[src/dmc_pkg.sv]
package dmc_pkg;

  // Width of the sticky fault code held inside the block.
  localparam int unsigned FAULT_WIDTH = 8;

  // Width of the driver status field and of the reported fault value.
  localparam int unsigned STATUS_WIDTH = 8;

  // All eight codes are real modes.
  typedef enum logic [2:0] {
    MODE_INIT     = 3'd0,
    MODE_RUN      = 3'd1,
    MODE_WRITE    = 3'd2,
    MODE_LP_ENTER = 3'd3,
    MODE_LP       = 3'd4,
    MODE_LP_EXIT  = 3'd5,
    MODE_FAULT    = 3'd6,
    MODE_RESET    = 3'd7
  } mode_t;

  typedef struct packed {
    logic                    write_request;
    logic                    low_power_set;
    logic                    low_power_clear;
    logic                    reset_request;
    logic [STATUS_WIDTH-1:0] driver_status;
  } dmc_in_t;

  typedef struct packed {
    logic [2:0]              entered_state;
    logic [STATUS_WIDTH-1:0] fault_value;
    logic                    write_pending;
    logic                    low_power_pending;
    logic                    reset_pending;
  } dmc_out_t;

  // Controller state carried from one word to the next.
  typedef struct packed {
    mode_t                  mode;
    logic [FAULT_WIDTH-1:0] fault;
    logic                   write_flag;
    logic                   low_power_flag;
    logic                   reset_flag;
    logic                   startup_flag;
  } dmc_state_t;

endpackage

[src/dmc_step.sv]
module dmc_step (
  input  dmc_pkg::dmc_state_t cur_i,
  input  dmc_pkg::dmc_in_t    item_i,
  output dmc_pkg::dmc_state_t nxt_o,
  output dmc_pkg::dmc_out_t   result_o
);
  import dmc_pkg::*;

  logic                   w_flag;
  logic                   lp_flag;
  logic                   r_flag;
  logic [FAULT_WIDTH-1:0] fault_acc;
  logic                   f_any;
  mode_t                  next_mode;

  // Latch the requests; a clear of the low power flag wins over a set.
  always_comb begin
    w_flag    = cur_i.write_flag | item_i.write_request;
    lp_flag   = item_i.low_power_clear ? 1'b0 :
                (cur_i.low_power_flag | item_i.low_power_set);
    r_flag    = cur_i.reset_flag | item_i.reset_request;
    fault_acc = cur_i.fault | FAULT_WIDTH'(item_i.driver_status);
    f_any     = |fault_acc;
  end

  // Mode selection; from run the priority is fault, then reset, then low power, then write.
  always_comb begin
    next_mode = MODE_INIT;
    case (cur_i.mode)
      MODE_INIT: begin
        next_mode = cur_i.startup_flag ? MODE_INIT : MODE_RUN;
      end
      MODE_RUN: begin
        if (f_any) begin
          next_mode = MODE_FAULT;
        end else if (r_flag) begin
          next_mode = MODE_RESET;
        end else if (lp_flag) begin
          next_mode = MODE_LP_ENTER;
        end else if (w_flag) begin
          next_mode = MODE_WRITE;
        end else begin
          next_mode = MODE_RUN;
        end
      end
      MODE_WRITE, MODE_LP_EXIT: begin
        if (f_any) begin
          next_mode = MODE_FAULT;
        end else if (r_flag) begin
          next_mode = MODE_RESET;
        end else begin
          next_mode = MODE_RUN;
        end
      end
      MODE_LP_ENTER: begin
        next_mode = MODE_LP;
      end
      MODE_LP: begin
        next_mode = (f_any || r_flag || !lp_flag) ? MODE_LP_EXIT : MODE_LP;
      end
      MODE_FAULT: begin
        if (r_flag) begin
          next_mode = MODE_RESET;
        end else if (!f_any) begin
          next_mode = MODE_RUN;
        end else begin
          next_mode = MODE_FAULT;
        end
      end
      default: begin
        next_mode = MODE_INIT;
      end
    endcase
  end

  // Flag effects of the mode just entered.
  always_comb begin
    nxt_o.mode           = next_mode;
    nxt_o.fault          = fault_acc;
    nxt_o.write_flag     = w_flag;
    nxt_o.low_power_flag = lp_flag;
    nxt_o.reset_flag     = r_flag;
    nxt_o.startup_flag   = cur_i.startup_flag;
    case (next_mode)
      MODE_INIT: begin
        nxt_o.reset_flag   = 1'b0;
        nxt_o.startup_flag = 1'b0;
      end
      MODE_WRITE: begin
        nxt_o.write_flag = 1'b0;
      end
      MODE_LP_EXIT: begin
        nxt_o.low_power_flag = 1'b0;
      end
      MODE_RESET: begin
        nxt_o.fault = '0;
      end
      default: begin
      end
    endcase
  end

  always_comb begin
    result_o.entered_state     = next_mode;
    result_o.fault_value       = STATUS_WIDTH'(nxt_o.fault);
    result_o.write_pending     = nxt_o.write_flag;
    result_o.low_power_pending = nxt_o.low_power_flag;
    result_o.reset_pending     = nxt_o.reset_flag;
  end

endmodule

[src/display_mode_controller_fsm.sv]
// Display mode controller. Each input word is one controller tick carrying
// the write, low power and reset requests plus the driver status bits; each
// tick yields exactly one result word holding the mode just entered, the
// sticky fault code and the pending flags, and entered_state selects the
// screen action to run outside the block. The block takes one word per clock
// and answers in the cycle after acceptance: all of a tick's work is a short
// piece of logic feeding the mode state and the result register. A new word
// is let in whenever the result register is empty or its word is taken in
// that same cycle, so throughput stays at one word per cycle as long as the
// result side keeps taking words; while the result side stalls with a word
// waiting, the input is held off. After reset the controller sits in init
// with the startup flag set, so the first tick stays in init and clears it.
module display_mode_controller_fsm (
  input  logic              clk,
  input  logic              rst_n,
  input  logic              in_valid,
  output logic              in_ready,
  input  dmc_pkg::dmc_in_t  in_data,
  output logic              out_valid,
  input  logic              out_ready,
  output dmc_pkg::dmc_out_t out_data
);
  import dmc_pkg::*;

  dmc_state_t state_r;
  dmc_state_t state_nxt;
  dmc_out_t   step_result;
  dmc_out_t   out_data_r;
  logic       out_valid_r;
  logic       in_fire;

  // A word may enter whenever the result register is empty or is being
  // drained in this same cycle.
  assign in_ready = !out_valid_r || out_ready;
  assign in_fire  = in_valid && in_ready;

  // Next mode, flag effects and the result word for the incoming tick.
  dmc_step u_step (
    .cur_i    (state_r),
    .item_i   (in_data),
    .nxt_o    (state_nxt),
    .result_o (step_result)
  );

  // Mode and flag register; it advances only on an accepted tick.
  always_ff @(posedge clk) begin
    if (!rst_n) begin
      state_r.mode           <= MODE_INIT;
      state_r.fault          <= '0;
      state_r.write_flag     <= 1'b0;
      state_r.low_power_flag <= 1'b0;
      state_r.reset_flag     <= 1'b0;
      state_r.startup_flag   <= 1'b1;
    end else if (in_fire) begin
      state_r <= state_nxt;
    end
  end

  // Result register. The valid bit is control state; the payload is loaded
  // with each accepted tick and holds while the consumer stalls.
  always_ff @(posedge clk) begin
    if (!rst_n) begin
      out_valid_r <= 1'b0;
    end else if (in_fire) begin
      out_valid_r <= 1'b1;
    end else if (out_ready) begin
      out_valid_r <= 1'b0;
    end
  end

  always_ff @(posedge clk) begin
    if (in_fire) begin
      out_data_r <= step_result;
    end
  end

  assign out_valid = out_valid_r;
  assign out_data  = out_data_r;

  // Entering reset always clears the fault code.
  a_reset_clears_fault: assert property (@(posedge clk) disable iff (!rst_n)
    out_valid_r && (out_data_r.entered_state == MODE_RESET) |->
      (out_data_r.fault_value == '0))
    else $error("reset mode reported with a nonzero fault code");

  // Entering init always leaves the reset flag clear.
  a_init_clears_reset: assert property (@(posedge clk) disable iff (!rst_n)
    out_valid_r && (out_data_r.entered_state == MODE_INIT) |->
      !out_data_r.reset_pending)
    else $error("init mode reported with reset still pending");

  // Entering write consumes the pending write.
  a_write_consumed: assert property (@(posedge clk) disable iff (!rst_n)
    out_valid_r && (out_data_r.entered_state == MODE_WRITE) |->
      !out_data_r.write_pending)
    else $error("write mode reported with write still pending");

  // Low power enter always moves on to low power on the next tick.
  a_lp_enter_step: assert property (@(posedge clk) disable iff (!rst_n)
    in_fire && (state_r.mode == MODE_LP_ENTER) |=> (state_r.mode == MODE_LP))
    else $error("low power enter did not advance to low power");

  // The result register reflects the mode register after every tick.
  a_result_tracks_mode: assert property (@(posedge clk) disable iff (!rst_n)
    in_fire |=> out_valid_r && (out_data_r.entered_state == state_r.mode))
    else $error("result word disagrees with the mode register");

endmodule

[config.mk]
export PLATFORM = sky130hd
export DESIGN_NAME = display_mode_controller_fsm
export DESIGN_NICKNAME = d
export VERILOG_FILES = /design/src/dmc_pkg.sv /design/src/dmc_step.sv /design/src/display_mode_controller_fsm.sv
export SDC_FILE = /design/constraint.sdc
export NUM_CORES = 1
export LEC_CHECK = 0
export BUFFER_PORTS_ARGS = -buffer_cell sky130_fd_sc_hd__buf_2
export CORE_MARGIN = 4
export CORE_UTILIZATION = 47
export DETAILED_ROUTE_END_ITERATION = 8
export PLACE_DENSITY = 0.74
export SETUP_SLACK_MARGIN = 0.3
export SYNTH_ARGS = -nofsm -noshare
export SYNTH_HDL_FRONTEND = slang
export SYNTH_SLANG_ARGS = --single-unit
[constraint.sdc]
create_clock -name clk -period 1.7 [get_ports clk]
set_input_delay 0.255 -clock clk [delete_from_list [all_inputs] [get_ports clk]]
set_output_delay 0.255 -clock clk [all_outputs]
set_load 0.02 [all_outputs]
After elaboration in Yosys (flattened, before gate mapping)

Index checks and enable logic that the tools add are counted.
Widths: inputs -> output; s select.

Eq/ne operators: 9
Bitwise gates (word level): 4
Muxes and demuxes: 18
Reduce and logical (&&, ||, !) cells: 12

Operator list:

| cell               | number |
|---|---|
| $mux 3             | 7 |
| $pmux 3 s6         | 1 |
| $eq 3x3->1 const B | 5 |
| $eq 3x2->1 const B | 3 |
| $mux 8             | 1 |
| $or 8x8->8         | 1 |
| $reduce_or 8->1    | 1 |
| $mux 1             | 7 |
| $logic_not 3->1    | 2 |
| $mux 2             | 2 |
| $eq 3x1->1 const B | 1 |
| $logic_or 1x1->1   | 3 |
| $or 1x1->1         | 3 |
| $logic_not 1->1    | 2 |
| $reduce_and 2->1   | 1 |
| $reduce_bool 2->1  | 1 |
| $reduce_or 2->1    | 1 |
| $logic_and 1x1->1  | 1 |

Bits of input ports: 16
Output and inout port bits: 16
Bits in registers: 30
Word-level logic and storage cells: 55

Logic depth before layout (Yosys ltp)

Depth in word-level cells: 8
Mapped depth: 6
Depth with buffers taken out: 5

Modules after synthesis

Synthesis repeated with hierarchy kept, for this count alone.

Cells, all modules: 162
Area total of the unflattened synthesis: 1621.6 um^2

Modules (own cells, without submodules):

| module                      | cells an instance | area an instance (um^2) | instances | sequential area each (um^2) |
|---|---|---|---|---|
| display_mode_controller_fsm | 84                | 1078.5                  | 1         | 740.7 |
| dmc_step                    | 78                | 543.0                   | 1         | 0.0 |

Least setup slack after synthesis

Ideal clock, no wire load.

Kind: reg-to-reg
From: register out_valid_r (netlist: out_valid)
To: register out_data_r (netlist bit out_data[0]) (enable)
Setup slack: -0.274 ns
Path buffers: 1
Arrival time: 1.590 ns
Clock period less this slack: 1.974 ns
Library setup time: 0.384 ns
Cell stages (with the launch flop): 5
Data required time: 1.316 ns
Cell sequence: dfxtp_1 > nand2b_1 > nand2_1 > clkinv_1 > clkbuf_1

Word-level cells in the longest chain between the ends: 3

Ends and longest elaborated chain:

| item                   | RTL line                          | text |
|---|---|---|
| from (decl)            | display_mode_controller_fsm.sv:29 | `logic out_valid_r;` |
| from (signal assigned) | display_mode_controller_fsm.sv:63 | `out_valid_r <= 1'b0;` |
| from (signal assigned) | display_mode_controller_fsm.sv:65 | `out_valid_r <= 1'b1;` |
| from (signal assigned) | display_mode_controller_fsm.sv:67 | `out_valid_r <= 1'b0;` |
| $logic_not 1->1        | display_mode_controller_fsm.sv:34 | `assign in_ready = !out_valid_r \|\| out_ready;` |
| $logic_or 1x1->1       | display_mode_controller_fsm.sv:34 |  |
| net in_ready           | display_mode_controller_fsm.sv:17 | `output logic in_ready,` |
| $logic_and 1x1->1      | display_mode_controller_fsm.sv:35 | `assign in_fire = in_valid && in_ready;` |
| net in_fire            | display_mode_controller_fsm.sv:30 | `logic in_fire;` |
| to (signal assigned)   | display_mode_controller_fsm.sv:73 | `out_data_r <= step_result;` |
| to (decl)              | display_mode_controller_fsm.sv:28 | `dmc_out_t out_data_r;` |

The timed path passes the listed nets, and every way through them passes these cells.
A chain may end at the register's enable or synchronous reset.

Worst setup path after layout

From: register state_r[6] (netlist name)
To: register state_r[4] (netlist name)

Word-level cells in the longest chain between the ends: 8
Elaborated cells on any way between the ends: 12
Those cells by class: eq/ne (1); mux (7); bitwise (1); reduce/logical (3)

Ends and longest elaborated chain:

| item                           | RTL line                          | text |
|---|---|---|
| from (decl)                    | display_mode_controller_fsm.sv:25 | `dmc_state_t state_r;` |
| from (signal assigned)         | display_mode_controller_fsm.sv:55 | `state_r <= state_nxt;` |
| $or 8x8->8 (*)                 | dmc_step.sv:22                    | `fault_acc = cur_i.fault \| FAULT_WIDTH'(item_i.driver_status);` |
| $reduce_or 8->1 (*)            | dmc_step.sv:23                    | `f_any = \|fault_acc;` |
| $logic_or 1x1->1 (2 in series) | dmc_step.sv:59                    | `next_mode = (f_any \|\| r_flag \|\| !lp_flag) ? MODE_LP_EXIT : MODE_LP;` |
| $mux 1                         | dmc_step.sv:59                    |  |
| $pmux 3 s6 (*)                 | dmc_step.sv:29                    | `case (cur_i.mode)` |
| $eq 3x3->1 (*)                 | dmc_step.sv:84                    | `case (next_mode)` |
| $mux 8 (*)                     | dmc_step.sv:84                    |  |

Mark *: on every way between the ends. The rest lies on a longest branch, timed or not.

==> impl_metrics.tcl <==
set metrics [dict create \
    ioPinCount 32 \
    drt_iter0_drc 66 \
    cts_root_buf "clkbuf_4" \
    rsz0062_at_grt "yes" \
    post_cts_hold_buffer_count 0 \
    skew_ps 8.347 \
    worstPathRequired_ps 1900 \
    first_pass_iters 4 \
    die_area_um2 3785 \
    dieHeight_um 61.52 \
    core_area_um2 2758 \
    cts_buffers 5 \
    synth_fp_nets 146 \
    max-clock-path-buffers 2 \
    ys_seq_area_share_pct 55.02 \
    layout-drive-gt1-share_pct 55.33 \
    drt_wl_total_mm 3.368 \
    dp_hpwl_mm 2.320 \
    vdd_drop_max_uv 749.4 \
    crit_arrival_ps 2190 \
    antennaDiodeCount 0 \
    maxCapViolCount 0 \
    crit_family "simple AND/OR/NAND/NOR gates" \
    ys_ff_latch 30 \
    yosys.area.top_type_share_pct 31.23 \
    netlist-cell-type-count 36 \
    yosysTopAreaCell "edfxtp_1" \
    viasPerCell 5.605 \
    pwr-share-comb_pct 25.4 \
    routed-via-count 1278 \
    insertion_delay_ps 320 \
    crit_chain "nor4_2, nand4_1, buf_4, a21o_1, buf_6, a311oi_4, buf_12, nor3_2" \
    synth_area_um2 1346 \
    grt_start_max_net_pins 19 \
    port-buffer-count 31 \
    setup_slack_ps -286.5 \
    synth-edff-count 14 \
    critPathCaptureType "flop" \
    grt_antenna_before_repair 0 \
    syn2layout_area_growth_pct 46.28 \
    fin_nets 212 \
    fin_crit_sh_pct 116.9 \
    cp_slowest_stage_delay_ps 340 \
    cellPowerDensity_nw_per_um2 881.2 \
    violations "setup timing" \
    syn_inst 130 \
    min_path_cells 3 \
    initial_utilization_pct 48.82 \
    hold_path_class "in -> reg" \
    yosysWarnings 0 \
    fin_tns_setup_ps -4598 \
    num_rows 19 \
    place_congestion 0.8316 \
    status "complete, but fails checks" \
    fmax_mhz 503.4 \
    die_w_um 61.52 \
    slew_viol_final 0 \
    grt.overflow.total 0 \
    relSlewSlack_pct 71.77 \
    n_fill_cell 201 \
    drc 0 \
    cts_tree "done" \
    synthArstFlopShare_pct 0 \
    synth_ff_type "dfxtp_1" \
    slowest_stage "dfxtp_1" \
    clkPwrFrac_pct 24.7 \
    cts.sinks 30 \
    worstSetupPathType "reg -> reg" \
    synth.avg_cell_area_um2 10.36 \
    reg2reg_depth 8 \
    wl_per_cell_um 14.77 \
    critPathLaunchType "flop" \
    clk_pin_slew_ps 90 \
    track_usage_pct 18.70 \
    postRouteAntennaNets 0 \
    finalNonFillerCells 228 \
    setup_violations 26 \
    switching_share_pct 29.02 \
    min_period_ps 1987 \
    grt_first_pass_wirelength_mm 5.154 \
    cp.buffers_inverters 3 \
    grt_pass1_vias 1219 \
    cp_max_fo 8 \
    htreeDepth 2 \
    hold_viol_final 0 \
    power_leakage_nw 0.7923 \
    placedCellCount 214 \
    tightest_slew_ps 422.5 \
    cp.depth 8 \
    power_switching_w 0.0005036 \
    netlist_top_cells_area "edfxtp_1 (31%), dfxtp_1 (24%), nor2_1 (6.7%), nor3_2 (5.9%), a21oi_1 (4.8%)" \
    p_int_w 0.001232 \
    seqPwrFrac_pct 50.0 \
]
[metal layers]
| metal | vias up | track usage, % | share of wire, % |
|---|---|---|---|
| met3 | 6 | 5.870 | 6.8 |
| met2 | 45 | 33.93 | 52 |
| met4 | 0 | 6.364 | 1.1 |
| met5 | - | 0 | 0 |
| li1 | 619 | - | - |
| met1 | 608 | 20.42 | 40 |
[flip-flops by register name (all words and copies together) (netlist names)]
register   flops
out_data      14
state_r       15
out_valid      1
[metrics by stage]
step | cell area, um2 | power [W] | hold WS (ps) | utilization (%) | worst slack, ps
final | 1969 | 0.001735 | 191.4 | 71.42 | -286.5
after detailed placement | 1739 | 0.001258 | 452.4 | 63.07 | -338.2
after CTS | 1886 | 0.001716 | 184.0 | 68.38 | -188.4
after global routing | 1969 | 0.001830 | 194.6 | 71.42 | -388.7
after global placement | 1739 | 0.001246 | 447.9 | 63.07 | -207.0
after floorplan | 1364 | 0.001098 | 376.9 | - | -82.61
[synth_stat cells, types with 2 or more instances]
library cell	count
nor2_1	24
dfxtp_1	16
edfxtp_1	14
a21oi_1	13
nor3_2	8
nand2_1	7
a31oi_1	5
nor4_1	4
inv_1	3
nand2b_1	3
o21ai_0	3
a211o_1	2
a311oi_1	2
clkbuf_1	2
nand3_1	2
o21bai_1	2
[worst reg2reg max path, stage by stage (launching register included)]
cell	delay [ps]
dfxtp_1	340
nor4_2	310
nand4_1	200
buf_4	190
a21o_1	170
buf_6	130
a311oi_4	320
buf_12	170
nor3_2	40
[layout make-up]
type	instances	area, um2	share of cell area [%]
Sequential cell	30	744.5	37.80
Timing Repair Buffer	63	422.9	21.47
Tap cell	31	38.79	1.970
Clock buffer	8	58.81	2.986
Inverter	4	16.27	0.8259
Multi-Input combinational cell	92	688.2	34.94
[placed cells by master (no fill, tap or decap), types with 2 or more instances in the layout]
cell	n
a211o_1	2
a21oi_1	12
a311oi_1	2
a31oi_1	4
buf_2	31
buf_4	27
buf_6	4
clkbuf_1	2
clkbuf_4	5
dfxtp_1	13
dfxtp_2	3
edfxtp_1	14
inv_1	2
nand2_1	4
nand2_2	3
nand2b_1	2
nor2_1	16
nor2_2	7
nor3_2	8
nor4_2	3
o21ai_0	3
o21bai_1	2
[logic make-up after synthesis]
group / Yosys count / synth area share (%)
AND/OR/NAND/NOR: 56 / 22.40
flip-flops: 30 / 55.02
buffers and inverters: 8 / 2.323
AO/OA/AOI/OAI: 36 / 20.26
[worst paths after layout]
path,startpoint,to,slack (ps)
min,in_valid,out_valid$_SDFFE_PN0P_,190
max,state_r[6]$_SDFFE_PN0P_,state_r[4]$_SDFFE_PN0P_,-290
min reg2reg,state_r[2]$_SDFFE_PN0P_,state_r[2]$_SDFFE_PN0P_,460
max reg2reg,state_r[6]$_SDFFE_PN0P_,state_r[4]$_SDFFE_PN0P_,-290
[power groups by stage]
stage / Clock [W] / Sequential, W / Combinational (W)
after floorplan: 0 / 0.000918 / 0.000181
after global placement: 0 / 0.000872 / 0.000374
after detailed placement: 0 / 0.000877 / 0.000381
after CTS: 0.000441 / 0.000865 / 0.000410
after global routing: 0.000476 / 0.000874 / 0.000480
final: 0.000428 / 0.000867 / 0.000440
[timing repair]
item,4_1_cts,5_1_grt
setup endpoints to repair,29,29
resized for setup,15,17
buffers inserted,2,4
pin swaps,9,9
No activity file was read; power rests on OpenSTA's default activity.
